[src/design/chacha_pkg.sv]
// Package for the ChaCha20 stream cipher core: widths, register indexes,
// sigma constants and the word-index and rotate helpers of the round unit.
// No dependencies.
`default_nettype none

package chacha_pkg;

	localparam int CFG_IDX_W  = 3;
	localparam int CFG_DATA_W = 64;
	localparam int BYTE_W     = 8;
	localparam int WORD_W     = 32;
	localparam int NUM_WORDS  = 16;
	localparam int NUM_LANES  = 4;
	localparam int DEF_DOUBLE_ROUNDS = 10;

	localparam logic [CFG_IDX_W-1:0] REG_KEY_0_7    = 3'd0;
	localparam logic [CFG_IDX_W-1:0] REG_KEY_8_15   = 3'd1;
	localparam logic [CFG_IDX_W-1:0] REG_KEY_16_23  = 3'd2;
	localparam logic [CFG_IDX_W-1:0] REG_KEY_24_31  = 3'd3;
	localparam logic [CFG_IDX_W-1:0] REG_NONCE_0_7  = 3'd4;
	localparam logic [CFG_IDX_W-1:0] REG_NONCE_8_11 = 3'd5;
	localparam logic [CFG_IDX_W-1:0] REG_INIT_CTR   = 3'd6;

	localparam logic [WORD_W-1:0] SIGMA_0 = 32'h61707865;
	localparam logic [WORD_W-1:0] SIGMA_1 = 32'h3320646e;
	localparam logic [WORD_W-1:0] SIGMA_2 = 32'h79622d32;
	localparam logic [WORD_W-1:0] SIGMA_3 = 32'h6b206574;

	// Word index of one operand of a quarter round: row 0..3 selects a, b, c, d.
	// Diagonal rounds shift the column by the row number.
	function automatic logic [3:0] lane_word(input logic diag, input int row, input int lane);
		logic [1:0] col;
		col = 2'(lane + (diag ? row : 0));
		return {2'(row), col};
	endfunction

	// Rotate left by 16, 12, 8 or 7 for the four steps of a quarter round.
	function automatic logic [WORD_W-1:0] rotl_step(input logic [WORD_W-1:0] v,
			input logic [1:0] step);
		logic [WORD_W-1:0] r;
		case (step)
			2'd0: r = {v[15:0], v[31:16]};
			2'd1: r = {v[19:0], v[31:20]};
			2'd2: r = {v[23:0], v[31:24]};
			2'd3: r = {v[24:0], v[31:25]};
			default: r = v;
		endcase
		return r;
	endfunction

endpackage

`default_nettype wire

[src/design/chacha20_stream_cipher_core.sv]
// Top level of the ChaCha20 stream cipher core: byte stream in, byte stream out,
// with the key, nonce and counter registers and the iterative round unit.
// Depends on chacha_pkg.
`default_nettype none

// The core XORs each data byte with the next byte of a 64-byte ChaCha20 keystream
// block, little-endian within each word. A byte that finds a block buffered is
// accepted as its result goes into the output register, so a running message moves
// one byte per cycle unless the output stalls. A byte that needs a new block
// holds off input until the keystream is ready: the state is loaded on accept, a unit
// of four quarter-round lanes does one add, XOR and rotate step per cycle, four steps
// per round, then the final state adds the input words and the emit state registers
// the byte. The block counter increments after each block and wraps silently. A beat
// with tlast set drops the rest of the block. Writing the initial counter reloads the
// counter and drops the buffered block; key and nonce writes take effect with the
// next block. Configuration must be written only while idle; unchecked by the core.
module chacha20_stream_cipher_core #(
	parameter int DOUBLE_ROUNDS = chacha_pkg::DEF_DOUBLE_ROUNDS
) (
	input  wire logic                              clk,
	input  wire logic                              arst_n,
	input  wire logic                              cfg_we,
	input  wire logic [chacha_pkg::CFG_IDX_W-1:0]  cfg_index,
	input  wire logic [chacha_pkg::CFG_DATA_W-1:0] cfg_data,
	input  wire logic                              s_tvalid,
	output logic                                   s_tready,
	input  wire logic [chacha_pkg::BYTE_W-1:0]     s_tdata,  // [7:0] data_byte
	input  wire logic                              s_tlast,  // last_byte
	output logic                                   m_tvalid,
	input  wire logic                              m_tready,
	output logic [chacha_pkg::BYTE_W-1:0]          m_tdata,  // [7:0] out_byte
	output logic                                   m_tlast   // end_of_message
);
	import chacha_pkg::*;

	localparam int DrW = (DOUBLE_ROUNDS > 1) ? $clog2(DOUBLE_ROUNDS) : 1;
	localparam logic [DrW-1:0] DrLast = DrW'(DOUBLE_ROUNDS - 1);

	typedef enum logic [1:0] {ST_IDLE, ST_ROUND, ST_FINAL, ST_EMIT} state_t;

	state_t              state_q;
	logic [1:0]          step_q;
	logic                diag_q;
	logic [DrW-1:0]      dr_q;
	logic                ks_ready_q;
	logic [5:0]          pos_q;
	logic                m_valid_q;
	logic [WORD_W-1:0]   counter_q;
	logic [63:0]         key0_q, key1_q, key2_q, key3_q, nonce0_q;
	logic [WORD_W-1:0]   nonce1_q;

	logic [WORD_W-1:0]   w_q [NUM_WORDS];
	logic [BYTE_W-1:0]   dat_q;
	logic                lst_q;
	logic [BYTE_W-1:0]   m_data_q;
	logic                m_last_q;

	logic [WORD_W-1:0]   init_w [NUM_WORDS];
	logic [WORD_W-1:0]   sum_w  [NUM_LANES];
	logic [WORD_W-1:0]   rot_w  [NUM_LANES];
	logic [WORD_W-1:0]   ks_word;
	logic [BYTE_W-1:0]   ks_byte;
	logic                accept;
	logic                use_byte;
	logic                use_last;
	logic [5:0]          pos_next;

	assign s_tready = (state_q == ST_IDLE) && (!m_valid_q || m_tready);
	assign accept   = s_tvalid && s_tready;
	assign m_tvalid = m_valid_q;
	assign m_tdata  = m_data_q;
	assign m_tlast  = m_last_q;

	assign ks_word  = w_q[pos_q[5:2]];
	assign ks_byte  = ks_word[{pos_q[1:0], 3'b000} +: BYTE_W];
	assign use_byte = (accept && ks_ready_q) || (state_q == ST_EMIT);
	assign use_last = (state_q == ST_EMIT) ? lst_q : s_tlast;
	assign pos_next = pos_q + 6'd1;

	always_comb begin
		init_w[0]  = SIGMA_0;
		init_w[1]  = SIGMA_1;
		init_w[2]  = SIGMA_2;
		init_w[3]  = SIGMA_3;
		init_w[4]  = key0_q[31:0];
		init_w[5]  = key0_q[63:32];
		init_w[6]  = key1_q[31:0];
		init_w[7]  = key1_q[63:32];
		init_w[8]  = key2_q[31:0];
		init_w[9]  = key2_q[63:32];
		init_w[10] = key3_q[31:0];
		init_w[11] = key3_q[63:32];
		init_w[12] = counter_q;
		init_w[13] = nonce0_q[31:0];
		init_w[14] = nonce0_q[63:32];
		init_w[15] = nonce1_q;
	end

	// Four quarter-round lanes; even steps update a and d, odd steps c and b.
	always_comb begin
		logic [WORD_W-1:0] va, vb, vc, vd, p, q, t;
		for (int l = 0; l < NUM_LANES; l++) begin
			va = w_q[lane_word(1'b0, 0, l)];
			vb = diag_q ? w_q[lane_word(1'b1, 1, l)] : w_q[lane_word(1'b0, 1, l)];
			vc = diag_q ? w_q[lane_word(1'b1, 2, l)] : w_q[lane_word(1'b0, 2, l)];
			vd = diag_q ? w_q[lane_word(1'b1, 3, l)] : w_q[lane_word(1'b0, 3, l)];
			p  = step_q[0] ? vc : va;
			q  = step_q[0] ? vd : vb;
			t  = step_q[0] ? vb : vd;
			sum_w[l] = p + q;
			rot_w[l] = rotl_step(t ^ sum_w[l], step_q);
		end
	end

	always_ff @(posedge clk) begin
		case (state_q)
			ST_IDLE: begin
				if (accept && !ks_ready_q) begin
					for (int i = 0; i < NUM_WORDS; i++) begin
						w_q[i] <= init_w[i];
					end
					dat_q <= s_tdata;
					lst_q <= s_tlast;
				end
				if (accept && ks_ready_q) begin
					m_data_q <= s_tdata ^ ks_byte;
					m_last_q <= s_tlast;
				end
			end
			ST_ROUND: begin
				for (int l = 0; l < NUM_LANES; l++) begin
					if (!step_q[0]) begin
						w_q[lane_word(1'b0, 0, l)] <= sum_w[l];
						if (diag_q) begin
							w_q[lane_word(1'b1, 3, l)] <= rot_w[l];
						end else begin
							w_q[lane_word(1'b0, 3, l)] <= rot_w[l];
						end
					end else begin
						if (diag_q) begin
							w_q[lane_word(1'b1, 2, l)] <= sum_w[l];
							w_q[lane_word(1'b1, 1, l)] <= rot_w[l];
						end else begin
							w_q[lane_word(1'b0, 2, l)] <= sum_w[l];
							w_q[lane_word(1'b0, 1, l)] <= rot_w[l];
						end
					end
				end
			end
			ST_FINAL: begin
				for (int i = 0; i < NUM_WORDS; i++) begin
					w_q[i] <= w_q[i] + init_w[i];
				end
			end
			ST_EMIT: begin
				m_data_q <= dat_q ^ ks_byte;
				m_last_q <= lst_q;
			end
			default: begin
			end
		endcase
	end

	always_ff @(posedge clk or negedge arst_n) begin
		if (!arst_n) begin
			state_q    <= ST_IDLE;
			step_q     <= 2'd0;
			diag_q     <= 1'b0;
			dr_q       <= '0;
			ks_ready_q <= 1'b0;
			pos_q      <= 6'd0;
			m_valid_q  <= 1'b0;
			counter_q  <= '0;
			key0_q     <= '0;
			key1_q     <= '0;
			key2_q     <= '0;
			key3_q     <= '0;
			nonce0_q   <= '0;
			nonce1_q   <= '0;
		end else begin
			if (m_valid_q && m_tready) begin
				m_valid_q <= 1'b0;
			end
			if (use_byte) begin
				m_valid_q <= 1'b1;
				if (pos_next == 6'd0 || use_last) begin
					ks_ready_q <= 1'b0;
					pos_q      <= 6'd0;
				end else begin
					ks_ready_q <= 1'b1;
					pos_q      <= pos_next;
				end
			end

			case (state_q)
				ST_IDLE: begin
					if (accept && !ks_ready_q) begin
						step_q  <= 2'd0;
						diag_q  <= 1'b0;
						dr_q    <= '0;
						state_q <= ST_ROUND;
					end
				end
				ST_ROUND: begin
					step_q <= step_q + 2'd1;
					if (step_q == 2'd3) begin
						diag_q <= ~diag_q;
						if (diag_q) begin
							if (dr_q == DrLast) begin
								state_q <= ST_FINAL;
							end else begin
								dr_q <= dr_q + DrW'(1);
							end
						end
					end
				end
				ST_FINAL: begin
					counter_q <= counter_q + 32'd1;
					state_q   <= ST_EMIT;
				end
				ST_EMIT: begin
					state_q <= ST_IDLE;
				end
				default: begin
					state_q <= ST_IDLE;
				end
			endcase

			if (cfg_we) begin
				case (cfg_index)
					REG_KEY_0_7:    key0_q   <= cfg_data;
					REG_KEY_8_15:   key1_q   <= cfg_data;
					REG_KEY_16_23:  key2_q   <= cfg_data;
					REG_KEY_24_31:  key3_q   <= cfg_data;
					REG_NONCE_0_7:  nonce0_q <= cfg_data;
					REG_NONCE_8_11: nonce1_q <= cfg_data[WORD_W-1:0];
					REG_INIT_CTR: begin
						counter_q  <= cfg_data[WORD_W-1:0];
						ks_ready_q <= 1'b0;
						pos_q      <= 6'd0;
					end
					default: begin
					end
				endcase
			end
		end
	end

endmodule

`default_nettype wire

[config.mk]
export PLATFORM = sky130hd
export DESIGN_NAME = chacha20_stream_cipher_core
export DESIGN_NICKNAME = d
export VERILOG_FILES = /design/src/design/chacha_pkg.sv /design/src/design/chacha20_stream_cipher_core.sv
export SDC_FILE = /design/constraint.sdc
export NUM_CORES = 2
export LEC_CHECK = 0
export ABC_CLOCK_PERIOD_IN_PS = 20100
export BUFFER_PORTS_ARGS = -buffer_cell sky130_fd_sc_hd__buf_2
export CAP_MARGIN = 20
export CELL_PAD_IN_SITES_DETAIL_PLACEMENT = 1
export CELL_PAD_IN_SITES_GLOBAL_PLACEMENT = 1
export CORE_ASPECT_RATIO = 1.4
export CORE_MARGIN = 2
export CORE_UTILIZATION = 25
export CTS_CLUSTER_DIAMETER = 200
export DETAILED_ROUTE_END_ITERATION = 12
export GPL_TIMING_DRIVEN = 0
export PLACE_DENSITY = 0.57
export SYNTH_ARGS = -nofsm -noshare
export SYNTH_HDL_FRONTEND = slang
export SYNTH_SLANG_ARGS = --single-unit
export TNS_END_PERCENT = 5
[constraint.sdc]
create_clock -name clk -period 20.1 [get_ports clk]
set_clock_uncertainty 0.1 [all_clocks]
set_input_delay 1.005 -clock clk [delete_from_list [all_inputs] [get_ports clk]]
set_output_delay 1.005 -clock clk [all_outputs]
set_load 0.02 [all_outputs]
* After elaboration in Yosys (flattened, before gate mapping) *
Memories as Yosys holds them, arrays and structs flattened.
Cells that the tools add are included.

storage, ports and cells
  flip-flop bits (word level) = 419
  RAM bits = 512
  bits of input ports = 81
  output and inout port bits = 11
  logic and storage cells = 270
  memories kept = 1

operators by class
  add/subtract/negate cells = 24
  equal/unequal tests = 19
  shift operators = 1
  muxes and demuxes = 127
  bitwise gates (word level) = 51
  reductions and logical operators = 29

memory list
  memory  depth  width  read ports  clocked after memory_dff  write ports  line                               text
  w_q     16     32     17          0                         16           chacha20_stream_cipher_core.sv:52  logic [WORD_W-1:0] w_q [NUM_WORDS];

operators by type and width
  cell                                                                    number
  32-bit two-way mux                                                      71
  32-bit adder                                                            16
  32-bit one-hot mux with 4 select lines                                  4
  32-bit XOR                                                              4
  32-bit by 31-bit adder with 32-bit output (second input constant)       3
  1-bit OR                                                                44
  32-bit by 1-bit adder with 32-bit output (second input constant)        1
  32-bit by 30-bit adder with 32-bit output (second input constant)       1
  1-bit two-way mux                                                       32
  32-bit by 6-bit variable part select with 8-bit output                  1
  6-bit two-way mux                                                       4
  2-bit AND reduction                                                     9
  4-bit two-way mux                                                       4
  8-bit one-hot mux with 2 select lines                                   1
  8-bit XOR                                                               2
  2-bit two-way mux                                                       5
  3-bit equality test (second input constant)                             3
  2-bit equality test (second input constant)                             4
  8-bit two-way mux                                                       1
  2-bit inequality test (second input constant)                           4
  2-bit one-hot mux with 4 select lines                                   1
  4-bit one-hot mux with 2 select lines                                   1
  6-bit by 1-bit adder with 6-bit output (second input constant)          1
  3-bit by 2-bit equality test with 1-bit output (second input constant)  2
  19 further kinds                                                        32

* Logic depth before layout (Yosys ltp) *
  word-level depth = 11
  depth in mapped cells = 24
  mapped depth without buffers = 15

* Worst setup path after synthesis *
Ideal clock, no wire load.

  path kind = flip-flop to flip-flop
  start point = reg step_q[0]
  end point = mem w_q[7][14] (data pin)
  library setup time = 0.261 ns
  arrival = 6.090 ns
  data required time = 19.739 ns
  setup slack = 13.649 ns
  cell stages (with the launch flop) = 23
  buffers on the path = 8
  clock period less this slack = 6.451 ns
  cells stage by stage = dfrtp_1 buf_2 buf_2 buf_2 buf_2 buf_2 buf_1 clkbuf_1 buf_1 a21oi_1 ha_1 fa_1 a21oi_2 o211ai_1 a22o_1 a311oi_4 o211a_1 o21ai_2 a221oi_4 xnor3_1 o21a_1 a21o_1 a221o_1

RTL lines
  what                      line                                text
  start: declaration        chacha20_stream_cipher_core.sv:42   logic [1:0] step_q;
  start signal: assignment  chacha20_stream_cipher_core.sv:205  step_q <= step_q + 2'd1;
  end: declaration          chacha20_stream_cipher_core.sv:52

==> flow_summary.json <==
{
  "hold_path_class": "in -> reg",
  "max-clock-path-buffers": 4,
  "synth-main-ff-cell": "edfxtp_1",
  "placed_cells": 14500,
  "fp.dieH_um": 707.4,
  "path_common_cell": "buf_2",
  "setup.worst_path.start_class": "flip-flop",
  "die_w_um": 506.4,
  "dpl.hpwl_mm": 777.5,
  "cts_sinks": 931,
  "hold_viol": 0,
  "grt_usage": 0.4978,
  "maxCapViolCount": 0,
  "die-area_um2": 358200,
  "synth.net_count": 9942,
  "viasPerCell": 6.804,
  "setup-violations-final": 0,
  "htree_levels": 4,
  "grt_max_degree": 93,
  "worst_slack_ps": 7267,
  "drive_above_1_share": 0.1984,
  "initial_core_util": 0.2509,
  "rows": 258,
  "path_cells": "buf_2 > buf_2 > buf_2 > buf_2 > buf_2 > clkbuf_2 > clkbuf_1 > buf_8 > clkbuf_1 > a21oi_1 > ha_1 > and3_1 > nand2_1 > a2111oi_2 > o21ai_1 > a211oi_1 > or4_1 > a21oi_1 > o21ai_1 > o221ai_1",
  "drc": 0,
  "grt_pass1_vias": 97650,
  "path_clk_slew_ps": 70,
  "ys_top_cells_by_area": "edfxtp_1 18%, dfrtp_1 11%, mux4_2 11%",
  "crit_cells": 20,
  "design_area_um2": 107700,
  "cts_setup_buffers": 0,
  "worst_pin_slew_ps": 1484,
  "worst_r2r_path_depth": 20,
  "endpoint_kind": "flip-flop",
  "crit_family": "buffers and inverters",
  "ctsRootBufferMaster": "clkbuf_16",
  "synth-edff-count": 530,
  "pre_cts_ws_ps": 7523,
  "holdPathStages": 1,
  "status": "complete, no violations",
  "slowest_stage": "a2111oi_2",
  "antenna_found_initial": 233,
  "critPathMaxStageDelay_ps": 1130,
  "cp_max_fo": 10,
  "yosysMostFrequentCell": "a21oi_1",
  "crit_required_ps": 20580,
  "yosysSeqAreaShare": 0.2937,
  "drtPass1Iterations": 7,
  "nets": 10590,
  "clk_latency_ps": 910,
  "syn_area_um2": 88350,
  "wl_per_cell_um": 61.34,
  "syn_avg_cell_area_um2": 9.467,
  "antenna_left": 0,
  "fmax_ghz": 0.07792,
  "io_buffers": 91,
  "synth_seq_cells": 931,
  "async_flop_share": 0.4307,
  "numCtsBuffers": 139,
  "synth_commonest_cells": "885 x a21oi_1, 773 x nand2_1, 773 x nor2_1, 558 x o21ai_0, 530 x edfxtp_1",
  "place.gp.congestion": 1.132,
  "drv_slew": 0,
  "overflow": 0,
  "ys_warn_count": 0,
  "dr_total_vias": 101900,
  "synth_top_area_frac": 0.1801,
  "drt_iter0_drc": 14710,
  "yosys.area.top_type": "edfxtp_1",
  "wirelength_mm": 918.3,
  "instances_no_fill": 14970,
  "cts_tree": "yes",
  "min_period_ps": 12830,
  "fin_crit_sh": 0.6385,
  "area_growth_pct": 21.88,
  "critPathBufInv": 9,
  "syn_inst": 9332,
  "cp.arrival_ps": 13310,
  "core_um2": 352200,
  "relSlewSlack": 0.01072,
  "grt_pass1_wl_mm": 1134,
  "worstSetupPathType": "reg -> reg",
  "rsz0062_at_grt": "no",
  "tns_ps": 0,
  "place_area_um2": 102400,
  "ios": 92,
  "synth_cell_types": 108
}
[worst register-to-register path: cells and delay by family (launching register included)]
kind,cells,cell delay (ps)
buffers and inverters,9,5310
AO/OA/AOI/OAI,7,4350
AND/OR/NAND/NOR,3,1840
adder cells (fa/ha/maj),1,540
flip-flops,1,400
[what timing repair did]
item	in CTS	in global routing
resized for setup	0	0
hold buffers	1	0
hold endpoints to repair	28	0
[cell type report]
| type | instances | area [um^2] |
|---|---|---|
| antenna | 204 | 510.5 |
| buffer | 584 | 2572 |
| clock buffer | 175 | 3797 |
| clock inverter | 69 | 663.1 |
| fill | 39930 | 244500 |
| inverter | 216 | 810.8 |
| multi-input combinational | 7601 | 60080 |
| sequential | 931 | 25950 |
| tap | 4680 | 5856 |
| timing repair buffer | 511 | 7436 |
[final timing paths]
kind	end	slack [ps]	start
setup / recovery	w_q[5][8]	7270	step_q[0]
hold / removal	dat_q[2]	220	s_tdata[2]
setup reg to reg	w_q[5][8]	7270	step_q[0]
hold reg to reg	m_tvalid	440	m_tvalid
max in group asynchronous	key0_q[45]	17740	arst_n
min in group asynchronous	key3_q[28]	560	arst_n
[cell families after synthesis]
kind of cell,count (synthesis),synth area share
XOR/XNOR,656,0.07025
multiplexers,1006,0.1786
AO/OA/AOI/OAI,3024,0.2235
adder cells (fa/ha/maj),529,0.07628
AND/OR/NAND/NOR,2386,0.1230
flip-flops,931,0.2937
buffers and inverters,800,0.03464
[registers in the layout, indices dropped and copies added, names as in the netlist]
register    count
state_q         2
step_q          2
dat_q           8
w_q           512
m_tlast         1
pos_q           6
nonce1_q       32
key3_q         64
dr_q            4
lst_q           1
diag_q          1
nonce0_q       64
m_tdata         8
key0_q         64
key2_q         64
key1_q         64
m_tvalid        1
ks_ready_q      1
counter_q      32
[through the flow]
step / hold WS (ps) / utilization
3_5_place_dp: 429.3 / 0.2908
5_1_grt: 219.7 / 0.3046
6_report: 224.4 / 0.3057
3_3_place_gp: 374.2 / 0.2688
2_1_floorplan: 394.9 / -
4_1_cts: 191.0 / 0.3035
[layout by cell type, fill, tap and decap left out, types with 204 or more instances in the layout]
cell type	instances
a21oi_1	880
nand2_1	762
nor2_1	760
o21ai_0	550
edfxtp_1	530
ha_1	513
mux4_2	421
dfrtp_1	401
mux2_2	356
xnor2_1	298
xor2_1	284
clkbuf_1	277
a21o_1	266
mux2i_1	228
inv_1	213
diode_2	204
[metal layers]
metal / GRT usage / share of wire
met1: 0.5041 / 0.33
met5: 0 / 0.00065
met3: 0.1450 / 0.088
met4: 0.5783 / 0.14
met2: 0.7701 / 0.45
Power is not shown: default switching activity piles up to over one toggle a cycle in this logic, so the estimate is an artifact.
